File: config.mk
export PLATFORM = sky130hd
export DESIGN_NAME = ilir_cell
export DESIGN_NICKNAME = d
export VERILOG_FILES = /design/src/hdl/indexed_list_insert_remove_assert.svh /design/src/hdl/ilir_pkg.sv /design/src/hdl/ilir_cell.sv
export SDC_FILE = /design/constraint.sdc
export NUM_CORES = 1
export LEC_CHECK = 0
export BUFFER_PORTS_ARGS = -buffer_cell sky130_fd_sc_hd__buf_2
export CAP_MARGIN = 20
export CORE_MARGIN = 5
export CORE_UTILIZATION = 41
export CTS_CLUSTER_SIZE = 25
export DETAILED_ROUTE_END_ITERATION = 12
export HOLD_SLACK_MARGIN = 0.15
export PLACE_DENSITY = 0.81
export REMOVE_ABC_BUFFERS = 1
export SYNTH_ARGS = -nofsm -noshare
export SYNTH_HDL_FRONTEND = slang
export SYNTH_SLANG_ARGS = --single-unit
File: constraint.sdc
create_clock -name clock -period 2.4 [get_ports clock]
set_input_delay 0.36 -clock clock [delete_from_list [all_inputs] [get_ports clock]]
set_output_delay 0.36 -clock clock [all_outputs]
set_load 0.05 [all_outputs]
File: src/hdl/indexed_list_insert_remove_assert.svh
// Assertion macros shared by the indexed list RTL.
`ifndef INDEXED_LIST_INSERT_REMOVE_ASSERT_SVH
`define INDEXED_LIST_INSERT_REMOVE_ASSERT_SVH

// Same-cycle implication, disabled during reset
`define ILIR_ASSERT_IMPL(label, clk, rst, ante, cons) \
   label: assert property (@(posedge clk) disable iff (rst) (ante) |-> (cons)) \
      else $error("indexed list check failed");

// Next-cycle implication, disabled during reset
`define ILIR_ASSERT_NEXT(label, clk, rst, ante, cons) \
   label: assert property (@(posedge clk) disable iff (rst) (ante) |=> (cons)) \
      else $error("indexed list check failed");

`endif

File: src/hdl/ilir_pkg.sv
// Types, codes and sizes for the indexed list.
package ilir_pkg;

   localparam int DEPTH      = 64;
   localparam int DATA_WIDTH = 32;
   localparam int IDX_W      = $clog2(DEPTH);
   localparam int CNT_W      = $clog2(DEPTH + 1);
   localparam int CAP_W      = 7;
   localparam int OPC_W      = 3;
   localparam int POS_W      = 6;
   localparam int STAT_W     = 2;
   localparam int COUNT_W    = 7;
   localparam int NUM_GROUPS = 8;
   localparam int GROUP_LEN  = DEPTH / NUM_GROUPS;

   typedef logic signed [DATA_WIDTH-1:0] data_type;
   typedef logic [IDX_W-1:0]             idx_type;
   typedef logic [CNT_W-1:0]             cnt_type;

   typedef enum logic [OPC_W-1:0] {
      OP_INSERT  = 3'd0,
      OP_APPEND  = 3'd1,
      OP_REMOVE  = 3'd2,
      OP_READ    = 3'd3,
      OP_REPLACE = 3'd4,
      OP_COMPARE = 3'd5,
      OP_CLEAR   = 3'd6
   } opcode_type;

   typedef enum logic [STAT_W-1:0] {
      ST_OK     = 2'd0,
      ST_FULL   = 2'd1,
      ST_BADIDX = 2'd2
   } status_type;

   // Command broadcast along the row of cells
   typedef enum logic [1:0] {
      CELL_HOLD   = 2'd0,
      CELL_INSERT = 2'd1,
      CELL_REMOVE = 2'd2,
      CELL_WRITE  = 2'd3
   } cell_op_type;

   typedef struct packed {
      cell_op_type kind;
      idx_type     position;
      data_type    value;
   } cell_cmd_type;

endpackage

File: src/hdl/ilir_cell.sv
// One entry cell of the list: holds an entry and trades it with its neighbours.
module ilir_cell import ilir_pkg::*; (
   input  logic         clock,
   input  cell_cmd_type cmd,
   input  idx_type      cell_index,
   input  data_type     below_data,
   input  data_type     above_data,
   output data_type     entry_data,
   output data_type     sel_data
);

   data_type entry_ff;
   data_type entry_in;
   logic     at_pos;
   logic     past_pos;

   assign at_pos   = (cell_index == cmd.position);
   assign past_pos = (cell_index > cmd.position);

   // Next entry: shift up, shift down, overwrite or hold
   always_comb begin
      entry_in = entry_ff;
      case (cmd.kind)
         CELL_INSERT: begin
            if (at_pos) begin
               entry_in = cmd.value;
            end else if (past_pos) begin
               entry_in = below_data;
            end
         end
         CELL_REMOVE: begin
            if (at_pos || past_pos) begin
               entry_in = above_data;
            end
         end
         CELL_WRITE: begin
            if (at_pos) begin
               entry_in = cmd.value;
            end
         end
         default: begin
            entry_in = entry_ff;
         end
      endcase
   end

   always_ff @(posedge clock) begin
      entry_ff <= entry_in;
   end

   assign entry_data = entry_ff;
   // Only the addressed cell drives the gather tree
   assign sel_data   = at_pos ? entry_ff : '0;

endmodule

==> Flow_metrics.wiki, run 1 <==
{| class="wikitable"
! Metric !! Value
|-
| Wire length of the first global-routing pass || 10,360 µm
|-
| Routability congestion estimate || 0.7302
|-
| GRT Util Overall || 0.1720
|-
| Combinational fraction of design power || 0.370
|-
| Sink Count || 32
|-
| Share of cells above drive strength 1 || 0.5173
|-
| Most common cell in the netlist || sky130_fd_sc_hd__mux2i_1
|-
| Initial drt markers || 34
|-
| Max-cap violation count || 0
|-
| RSZ-0062 raised after global routing || no
|-
| Number of vias after detailed routing || 2,194
|-
| Per-cell via count in the routed design || 4.876
|-
| Crit path time final || 2.120 ns
|-
| Post-Route WL || 6656 µm
|-
| Maximum clock frequency || 471.7 MHz
|-
| Most instantiated cells after synthesis || 93 x sky130_fd_sc_hd__mux2i_1, 32 x sky130_fd_sc_hd__edfxtp_1, 30 x sky130_fd_sc_hd__and2_1
|-
| Reg clk slew, reported paths || 0.06 ns
|-
| Final hold violation count || 0
|-
| CTS-repair resized insts || 0
|-
| Post-route DRC || 0
|-
| Status || completed
|-
| Leading area contributor after synthesis || sky130_fd_sc_hd__edfxtp_1
|-
| Area contributors post-synth || sky130_fd_sc_hd__edfxtp_1 40%, sky130_fd_sc_hd__mux2i_1 38%, sky130_fd_sc_hd__and2_1 7.7%
|-
| Ys Warns || 0
|-
| Critical path endpoint category || primary output
|-
| Sw power || 0.6537 mW
|-
| Number of search-and-repair iterations in the first detailed-routing pass || 4
|-
| Worst max-slew margin expressed relative to the limit || 0.7193
|-
| Highest ir drop seen on vdd || 0.2746 mV
|-
| Switching portion of total power || 0.3695
|-
| Fraction of the yosys area taken by sequential cells || 0.3951
|-
| Portion of synthesized cell area occupied by the leading cell type || 0.3951
|-
| Maximum fanout along the worst path || 33
|-
| IO Pins || 175
|-
| Post-layout nets || 492
|-
| Fraction of synthesis flops using an asynchronous set or reset pin || 0
|-
| Final setup margin || 0.2800 ns
|-
| Hold Buf Count CTS || 0
|-
| Gate count of the mapped netlist || 200
|-
| Die height || 87.02 µm
|-
| HP Class || input pin to register
|-
| Cell area after synthesis || 0.002432 mm²
|-
| Buffer levels on the longest clock path || 2
|-
| Antenna cells || 0
|-
| Die Area || 0.007572 mm²
|-
| Synth Area per Inst || 12.16 µm²
|-
| Post-synth EDFFs || 32
|-
| CTS tree || yes
|-
| Clock root cell || sky130_fd_sc_hd__clkbuf_8
|-
| Starting density of the core || 0.4157
|-
| Worst-Margin Slew || 0.4211 ns
|-
| Seq cells post-synth || 32
|-
| Port-buffer cells || 174
|-
| Share of total power in sequential cells || 0.418
|-
| Total grt overflow || 0
|-
| Most used flip-flop cell after synthesis || sky130_fd_sc_hd__edfxtp_1
|-
| Vias in the first global route || 2,230
|-
| Fill cell count || 512
|-
| Setup Total Neg Slack || 0 ns
|-
| Floorplan core area || 0.005851 mm²
|-
| Worst hold path depth || 2
|-
| Std cell rows || 28
|-
| Period Utilization, post-route || 0.8833
|-
| Critical setup path kind || input pin to primary output
|-
| Number of buffers created by CTS || 5
|-
| Leak pwr || 1.771 nW
|-
| Setup WS pre-CTS || 0.2612 ns
|-
| WL per Instance || 14.79 µm
|-
| Arrival time of the worst setup path || 1.76 ns
|-
| Number of pins with negative max-slew slack in the final report || 0
|-
| Number of antenna violations at the first check in global routing || 0
|-
| Power Density || 512.3 mW/mm²
|-
| Post-synthesis cell type count || 24
|-
| Post-DRT Antenna Nets || 0
|-
| Setup repair bufs after CTS || 0
|-
| Largest net degree at the start of global routing || 34
|-
| Area growth from synthesis to layout || 41.98%
|-
| Part of the total power dissipated in the clock network || 0.212
|-
| Flip-flop count of the largest register, all copies and words added || 32
|-
| Required time worst endpoint || 2.04 ns
|-
| Setup violation total in the final timing report || 0
|-
| Level count of the clock H-tree || 2
|-
| Die span in x || 87.02 µm
|-
| Dpl hpwl || 5504 µm
|-
| Hold slack || 0.3776 ns
|-
| Kind of start point of the critical path || input pin
|-
| Design internal power || 1.116 mW
|}
## layout by cell type, fill, tap and decap left out, types with 2 or more instances in the layout
cell type and instances:
sky130_fd_sc_hd__inv_1 6, sky130_fd_sc_hd__nor2_1 2, sky130_fd_sc_hd__clkbuf_8 5, sky130_fd_sc_hd__buf_4 6
sky130_fd_sc_hd__and2_2 2, sky130_fd_sc_hd__nand2_1 2, sky130_fd_sc_hd__buf_2 174, sky130_fd_sc_hd__buf_12 2
sky130_fd_sc_hd__and2_1 30, sky130_fd_sc_hd__a21oi_1 2, sky130_fd_sc_hd__mux2i_1 93, sky130_fd_sc_hd__edfxtp_1 32
sky130_fd_sc_hd__ha_1 6
## through the flow
stage               utilization  instances  total power [mW]  area, µm²
global placement         0.5770        443             1.394       3376
CTS                      0.5902        450             1.794       3453
detailed placement       0.5770        443             1.412       3376
global route             0.5902        450             1.863       3453
finish                   0.5902        450             1.769       3453
floorplan                     -        186             1.169       2326
## final timing paths
path / startpoint / slack (ns) / end
setup / recovery: cmd[34] / 0.28 / sel_data[31]
hold / removal: cmd[14] / 0.38 / entry_data[14]$_DFFE_PP_
## kinds of logic after synthesis
logic type / count (synthesis) / share of synthesized area
AND/OR/NAND/NOR: 40 / 0.1111
buffers and inverters: 20 / 0.05298
multiplexers: 93 / 0.3827
AO/OA/AOI/OAI: 9 / 0.02727
flip-flops: 32 / 0.3951
adder cells (fa/ha/maj): 6 / 0.03086
## routing by layer
layer / track usage / part of all wire / vias up
met3: 0.05109 / 0.11 / 2
met4: 0.03116 / 0.0030 / 0
met1: 0.1827 / 0.35 / 1016
met5: 0 / 0 / -
li1: - / - / 1081
met2: 0.3333 / 0.54 / 95
## layout make-up
cell class              instances  area, µm²  area share
multi-input cells             148       1343      0.3888
flip-flops and latches         32      960.9      0.2783
repair buffers                182      955.9      0.2768
well taps                      75      93.84     0.02717
clock buffers                   6      72.57     0.02101
inverters                       6      22.52    0.006522
clock inverters                 1      5.005    0.001449
## critical path, stage by stage
cell	delay, ns
sky130_fd_sc_hd__buf_2	0.07
sky130_fd_sc_hd__inv_1	0.03
sky130_fd_sc_hd__ha_1	0.32
sky130_fd_sc_hd__nand4_4	0.16
sky130_fd_sc_hd__nor2_8	0.17
sky130_fd_sc_hd__buf_12	0.21
sky130_fd_sc_hd__and2_2	0.16
sky130_fd_sc_hd__buf_2	0.25
## power by group through the flow
| stage | combinational, mW | clock, mW | sequential (mW) |
|---|---|---|---|
| floorplan | 0.172 | 0 | 0.997 |
| global placement | 0.646 | 0 | 0.748 |
| detailed placement | 0.660 | 0 | 0.752 |
| CTS | 0.661 | 0.392 | 0.740 |
| global route | 0.694 | 0.420 | 0.749 |
| finish | 0.654 | 0.376 | 0.739 |
Power figures use the tool's default switching activity.
==> run 2: changes to the inputs <==
Clock period 2.4 ns to 2.13 ns, I/O delays scaled along.
==> Flow_metrics.wiki, run 2 (synthesized netlist as in run 1, its figures left out) <==
{| class="wikitable"
! Metric !! Value
|-
| Post-route DRC || 0 (unchanged)
|-
| Arrival time of the worst setup path || 1.73 ns (-0.03 ns)
|-
| Design internal power || 1.392 mW (+25%)
|-
| Period Utilization, post-route || 0.9626
|-
| Worst max-slew margin expressed relative to the limit || 0.7312 (+0.01193)
|-
| Post-DRT Antenna Nets || 0 (unchanged)
|-
| Status || completed
|-
| Crit path time final || 2.050 ns
|-
| Floorplan core area || 0.005851 mm² (unchanged)
|-
| Wire length of the first global-routing pass || 10,160 µm (-1.9%)
|-
| Final hold violation count || 0 (unchanged)
|-
| Share of cells above drive strength 1 || 0.5186 (+0.001284)
|-
| Routability congestion estimate || 0.7497 (+2.7%)
|-
| Dpl hpwl || 5474 µm (-0.54%)
|-
| Setup repair bufs after CTS || 0 (unchanged)
|-
| Per-cell via count in the routed design || 4.874 (about the same)
|-
| GRT Util Overall || 0.1699 (-0.002146)
|-
| Number of antenna violations at the first check in global routing || 0 (unchanged)
|-
| Maximum clock frequency || 487.7 MHz
|-
| Number of search-and-repair iterations in the first detailed-routing pass || 4 (unchanged)
|-
| Routed metal-1 wire length || 2423 µm (+3.9%)
|-
| Die height || 87.02 µm (unchanged)
|-
| Worst-Margin Slew || 0.4032 ns (-0.01790 ns)
|-
| Max-cap violation count || 0 (unchanged)
|-
| Share of total power in sequential cells || 0.388 (-0.030)
|-
| Number of placed cells counting well taps || 443 (unchanged)
|-
| Required time worst endpoint || 1.81 ns (-0.23 ns)
|-
| Area growth from synthesis to layout || 44.34%
|-
| Vias in the first global route || 2,187 (-1.9%)
|-
| HP Class || input pin to register
|-
| Number of cells in the finished layout apart from fillers || 451 (+0.22%)
|-
| Die Area || 0.007572 mm² (unchanged)
|-
| Number of vias after detailed routing || 2,198 (+0.18%)
|-
| Critical setup path kind || input pin to primary output
|-
| Number of pins with negative max-slew slack in the final report || 0 (unchanged)
|-
| Top layer used by detailed routing || met4
|-
| Highest ir drop seen on vdd || 0.3146 mV (+15%)
|-
| Starting density of the core || 0.4157 (unchanged)
|-
| IO Pins || 175 (unchanged)
|-
| Std cell rows || 28 (unchanged)
|-
| Critical path endpoint category || primary output
|-
| Kind of start point of the critical path || input pin
|-
| Power Density || 611.0 mW/mm² (+19%)
|-
| Met3 Wirelength || 704 µm (-2.5%)
|-
| Sink Count || 32 (unchanged)
|-
| RSZ-0062 raised after global routing || no
|-
| Leak pwr || 1.791 nW (+1.2%)
|-
| Flip-flop count of the largest register, all copies and words added || 32 (unchanged)
|-
| Clock root cell || sky130_fd_sc_hd__clkbuf_8
|-
| Sw power || 0.7534 mW (+15%)
|-
| Post-Route WL || 6656 µm (unchanged)
|-
| Setup violation total in the final timing report || 0 (unchanged)
|-
| Total grt overflow || 0 (unchanged)
|-
| Share of the core filled with cells || 0.6001 (+0.009838)
|-
| Part of the total power dissipated in the clock network || 0.263 (+0.051)
|-
| Capturing instance or port of the critical path || sel_data[2]
|-
| WL per Instance || 14.76 µm (-0.22%)
|-
| Maximum fanout along the worst path || 33 (unchanged)
|-
| Reg clk slew, reported paths || 0.06 ns (about the same)
|-
| Wire length on met2 || 3474 µm (-3.0%)
|-
| Number of buffers created by CTS || 5 (unchanged)
|-
| CP startpoint || cmd[37]
|-
| Largest net degree at the start of global routing || 34 (unchanged)
|-
| Antenna cells || 0 (unchanged)
|-
| Die span in x || 87.02 µm (unchanged)
|-
| Combinational fraction of design power || 0.349 (-0.021)
|-
| Switching portion of total power || 0.3512 (-0.01827)
|-
| Port-buffer cells || 174 (unchanged)
|-
| Level count of the clock H-tree || 2 (unchanged)
|-
| Initial drt markers || 42 (+24%)
|-
| Post-layout nets || 492 (unchanged)
|-
| Most frequent standard cell in the layout excluding fill and tap cells || sky130_fd_sc_hd__buf_2
|-
| Fill cell count || 515 (+0.59%)
|-
| Commonest cells after routing, fill and taps aside || 173 x sky130_fd_sc_hd__buf_2, 93 x sky130_fd_sc_hd__mux2i_1, 32 x sky130_fd_sc_hd__edfxtp_1
|-
| Buffer levels on the longest clock path || 2 (unchanged)
|-
| CTS tree || yes
|}
[run 2: how the worst min path moves through the flow]
stage / start / end / slack, ns / cells after the start
3_3_place_gp: cmd[14] / entry_data[14]$_DFFE_PP_ / 0.61 / 2
5_1_grt: cmd[14] / entry_data[14]$_DFFE_PP_ / 0.34 / 2
4_1_cts: cmd[14] / entry_data[14]$_DFFE_PP_ / 0.32 / 2
3_5_place_dp: cmd[14] / entry_data[14]$_DFFE_PP_ / 0.62 / 2
2_1_floorplan: cmd[14] / entry_data[14]$_DFFE_PP_ / 0.52 / 1
6_report: cmd[14] / entry_data[14]$_DFFE_PP_ / 0.34 / 2
[run 2: power groups by stage]
stage	combinational (mW)	clock [mW]	sequential, mW
2_1_floorplan	0.194	0	1.12
3_5_place_dp	0.757	0	0.847
5_1_grt	0.793	0.613	0.844
4_1_cts	0.757	0.581	0.834
3_3_place_gp	0.741	0	0.843
6_report	0.748	0.564	0.833
[run 2: through the flow]
step	hold WS, ns	area (µm²)	total power, mW	worst slack [ns]	setup TNS, ns
after detailed placement	0.6161	3401	1.603	0.06172	0
after CTS	0.3240	3508	2.172	0.06169	0
after floorplan	0.5193	2326	1.318	-0.1348	-4.107
after global routing	0.3425	3511	2.250	0.002012	0
after global placement	0.6104	3401	1.584	0.09801	0
final	0.3372	3511	2.145	0.07959	0
[run 2: cell type report]
type / count / area [µm²] / area share
repair buffers: 182 / 983.4 / 0.2801
clock inverters: 2 / 35.03 / 0.009979
inverters: 6 / 22.52 / 0.006415
clock buffers: 6 / 72.57 / 0.02067
flip-flops and latches: 32 / 960.9 / 0.2737
well taps: 75 / 93.84 / 0.02673
multi-input cells: 148 / 1343 / 0.3824
[run 2: worst max-delay path, cell delays in order]
cell,delay [ns]
sky130_fd_sc_hd__buf_2,0.08
sky130_fd_sc_hd__inv_1,0.04
sky130_fd_sc_hd__ha_1,0.32
sky130_fd_sc_hd__nand4_4,0.16
sky130_fd_sc_hd__nor2_8,0.17
sky130_fd_sc_hd__buf_12,0.21
sky130_fd_sc_hd__and2_1,0.15
sky130_fd_sc_hd__buf_2,0.26
[run 2: repair_timing]
action | 4_1_cts | 5_1_grt
endpoints found under the setup margin | 0 | 1
hold buffers | 0 | 0
gates resized for setup | 0 | 1
[run 2: layer usage]
metal | vias to the layer above | global-route usage
met5 | - | 0
met4 | 0 | 0.03399
met3 | 5 | 0.05203
met2 | 96 | 0.3161
met1 | 1014 | 0.1893
li1 | 1083 | -
==> run 3: changes to the inputs <==
Settings changed: CORE_ASPECT_RATIO from default to 0.75.
==> Flow_metrics.wiki, run 3 (synthesized netlist as in run 1, its figures left out) <==
{| class="wikitable"
! Metric !! Value
|-
| Die Area || 0.007589 mm² (+0.22%)
|-
| Delay contributed by the slowest stage of the critical path || 0.32 ns (about the same)
|-
| Share of total power in sequential cells || 0.387 (about the same)
|-
| Number of vias after detailed routing || 2,232 (+1.5%)
|-
| Number of pins with negative max-slew slack in the final report || 0 (unchanged)
|-
| Area after detailed placement || 0.003422 mm² (+0.63%)
|-
| Flip-flop count of the largest register, all copies and words added || 32 (unchanged)
|-
| Die span in x || 98.94 µm (+14%)
|-
| Setup violation total in the final timing report || 0 (unchanged)
|-
| Worst-case hold path end point || entry_data[14]$_DFFE_PP_
|-
| Most frequent standard cell in the layout excluding fill and tap cells || sky130_fd_sc_hd__buf_2
|-
| Wire length of the first global-routing pass || 10,970 µm (+8.0%)
|-
| Setup repair bufs after CTS || 0 (unchanged)
|-
| Critical path endpoint category || primary output
|-
| Routability congestion estimate || 0.9119 (+22%)
|-
| Number of buffers created by CTS || 5 (unchanged)
|-
| Number of cells in the finished layout apart from fillers || 453 (+0.44%)
|-
| Fin area || 0.003530 mm² (+0.53%)
|-
| Worst-Margin Slew || 0.4681 ns (+0.06498 ns)
|-
| Switching portion of total power || 0.3542 (+0.003029)
|-
| WL per Instance || 15.42 µm (+4.5%)
|-
| Final hold violation count || 0 (unchanged)
|-
| CTS tree || yes
|-
| Buffer levels on the longest clock path || 2 (unchanged)
|-
| Share of cells above drive strength 1 || 0.5173 (-0.001284)
|-
| Combinational fraction of design power || 0.350 (about the same)
|-
| Maximum fanout along the worst path || 33 (unchanged)
|-
| Fill cell count || 515 (unchanged)
|-
| Total grt overflow || 0 (unchanged)
|-
| IO Pins || 175 (unchanged)
|-
| Post-DRT Antenna Nets || 0 (unchanged)
|-
| Leak pwr || 1.797 nW (+0.32%)
|-
| Number of placed cells counting well taps || 445 (+0.45%)
|-
| Required time worst endpoint || 1.81 ns (about the same)
|-
| Worst hold path depth || 2 (unchanged)
|-
| Commonest cells after routing, fill and taps aside || 174 x sky130_fd_sc_hd__buf_2, 93 x sky130_fd_sc_hd__mux2i_1, 32 x sky130_fd_sc_hd__edfxtp_1
|-
| Status || completed
|-
| Die height || 76.71 µm (-12%)
|-
| Crit path time final || 2.022 ns (-0.02828 ns)
|-
| Critical path's most frequent cell || sky130_fd_sc_hd__buf_2
|-
| Design internal power || 1.395 mW (+0.26%)
|-
| Slowest-stage cell, CP || sky130_fd_sc_hd__ha_1
|-
| Reg clk slew, reported paths || 0.06 ns (about the same)
|-
| Kind of start point of the critical path || input pin
|-
| Level count of the clock H-tree || 2 (unchanged)
|-
| Arrival time of the worst setup path || 1.70 ns (-0.03 ns)
|-
| Floorplan core area || 0.005796 mm² (-0.94%)
|-
| Ordered list of cells on the worst path || buf_2 -> inv_1 -> ha_1 -> nand4_4 -> nor2_8 -> buf_12 -> and2_2 -> buf_2
|-
| Hold Buf Count CTS || 0 (unchanged)
|-
| Worst max-slew margin expressed relative to the limit || 0.6879 (-0.04332)
|-
| Vias in the first global route || 2,267 (+3.7%)
|-
| Largest net degree at the start of global routing || 34 (unchanged)
|-
| RSZ-0062 raised after global routing || no
|-
| Setup WS pre-CTS || 0.1015 ns (+0.03982 ns)
|-
| Initial drt markers || 42 (unchanged)
|-
| Post-Route WL || 6987 µm (+5.0%)
|-
| Post-route DRC || 0 (unchanged)
|-
| Post-layout nets || 491 (-0.20%)
|-
| Starting density of the core || 0.4197 (+0.003949)
|-
| Sw power || 0.7654 mW (+1.6%)
|-
| HP Class || input pin to register
|-
| Dpl hpwl || 5728 µm (+4.6%)
|-
| Part of the total power dissipated in the clock network || 0.262 (about the same)
|-
| Clock root cell || sky130_fd_sc_hd__clkbuf_8
|-
| Power Density || 612.2 mW/mm² (+0.19%)
|-
| Std cell rows || 24 (-14%)
|-
| Per-cell via count in the routed design || 4.927 (+1.1%)
|-
| Share of the core filled with cells || 0.6090 (+0.008938)
|-
| CTS-repair resized insts || 0 (unchanged)
|-
| Sink Count || 32 (unchanged)
|-
| Max-cap violation count || 0 (unchanged)
|-
| Period Utilization, post-route || 0.9494 (-0.01328)
|-
| Maximum clock frequency || 494.5 MHz (+1.4%)
|-
| Critical hold path startpoint || cmd[14]
|-
| GRT Util Overall || 0.1786 (+0.008755)
|-
| Number of search-and-repair iterations in the first detailed-routing pass || 4 (unchanged)
|-
| Number of antenna violations at the first check in global routing || 0 (unchanged)
|-
| Antenna cells || 0 (unchanged)
|-
| Highest ir drop seen on vdd || 0.3019 mV (-4.0%)
|-
| Area growth from synthesis to layout || 45.11%
|-
| Final setup margin || 0.1079 ns (+0.02828 ns)
|-
| Critical setup path kind || input pin to primary output
|-
| Port-buffer cells || 174 (unchanged)
|}
==> run 3: final cells by class <==
class / instances / area [µm²] / area share
clock buffer: 6 / 72.57 / 0.02056
multi-input combinational: 148 / 1343 / 0.3804
inverter: 6 / 22.52 / 0.006381
timing repair buffer: 181 / 998.5 / 0.2829
sequential: 32 / 960.9 / 0.2722
tap: 78 / 97.59 / 0.02765
clock inverter: 2 / 35.03 / 0.009926
==> run 3: worst max path at each step <==
stage	from	endpoint	slack (ns)	cells after the start
after floorplan	cmd[36]	sel_data[10]	-0.13	5
after global placement	cmd[36]	sel_data[24]	0.11	8
after detailed placement	cmd[35]	sel_data[24]	0.10	8
after CTS	cmd[36]	sel_data[31]	0.10	8
after global routing	cmd[35]	sel_data[31]	0.01	8
final	cmd[36]	sel_data[31]	0.11	8
==> run 3: power by group through the flow <==
stage / combinational, mW / sequential (mW) / clock, mW
final: 0.757 / 0.837 / 0.567
after CTS: 0.765 / 0.839 / 0.592
after detailed placement: 0.765 / 0.851 / 0
after floorplan: 0.194 / 1.12 / 0
after global routing: 0.803 / 0.847 / 0.620
after global placement: 0.749 / 0.848 / 0
==> run 3: metal layers <==
layer	routed length [µm]	global-route usage
met4	57	0.04502
met5	0	0
met3	653	0.05258
met1	2723	0.2063
met2	3553	0.3217
==> run 3: metrics by stage <==
stage                     total power [mW]  TNS [ns]  hold WS, ns
final                                2.161         0       0.3324
after global routing                 2.270         0       0.3254
after CTS                            2.195         0       0.3206
after detailed placement             1.616         0       0.6159
after global placement               1.596         0       0.6161
after floorplan                      1.318    -4.107       0.5193
==> run 3: worst max-delay path, delay by kind of cell <==
kind	cells	cell delay (ns)
adder cells (fa/ha/maj)	1	0.32
AND/OR/NAND/NOR	3	0.49
buffers and inverters	4	0.55
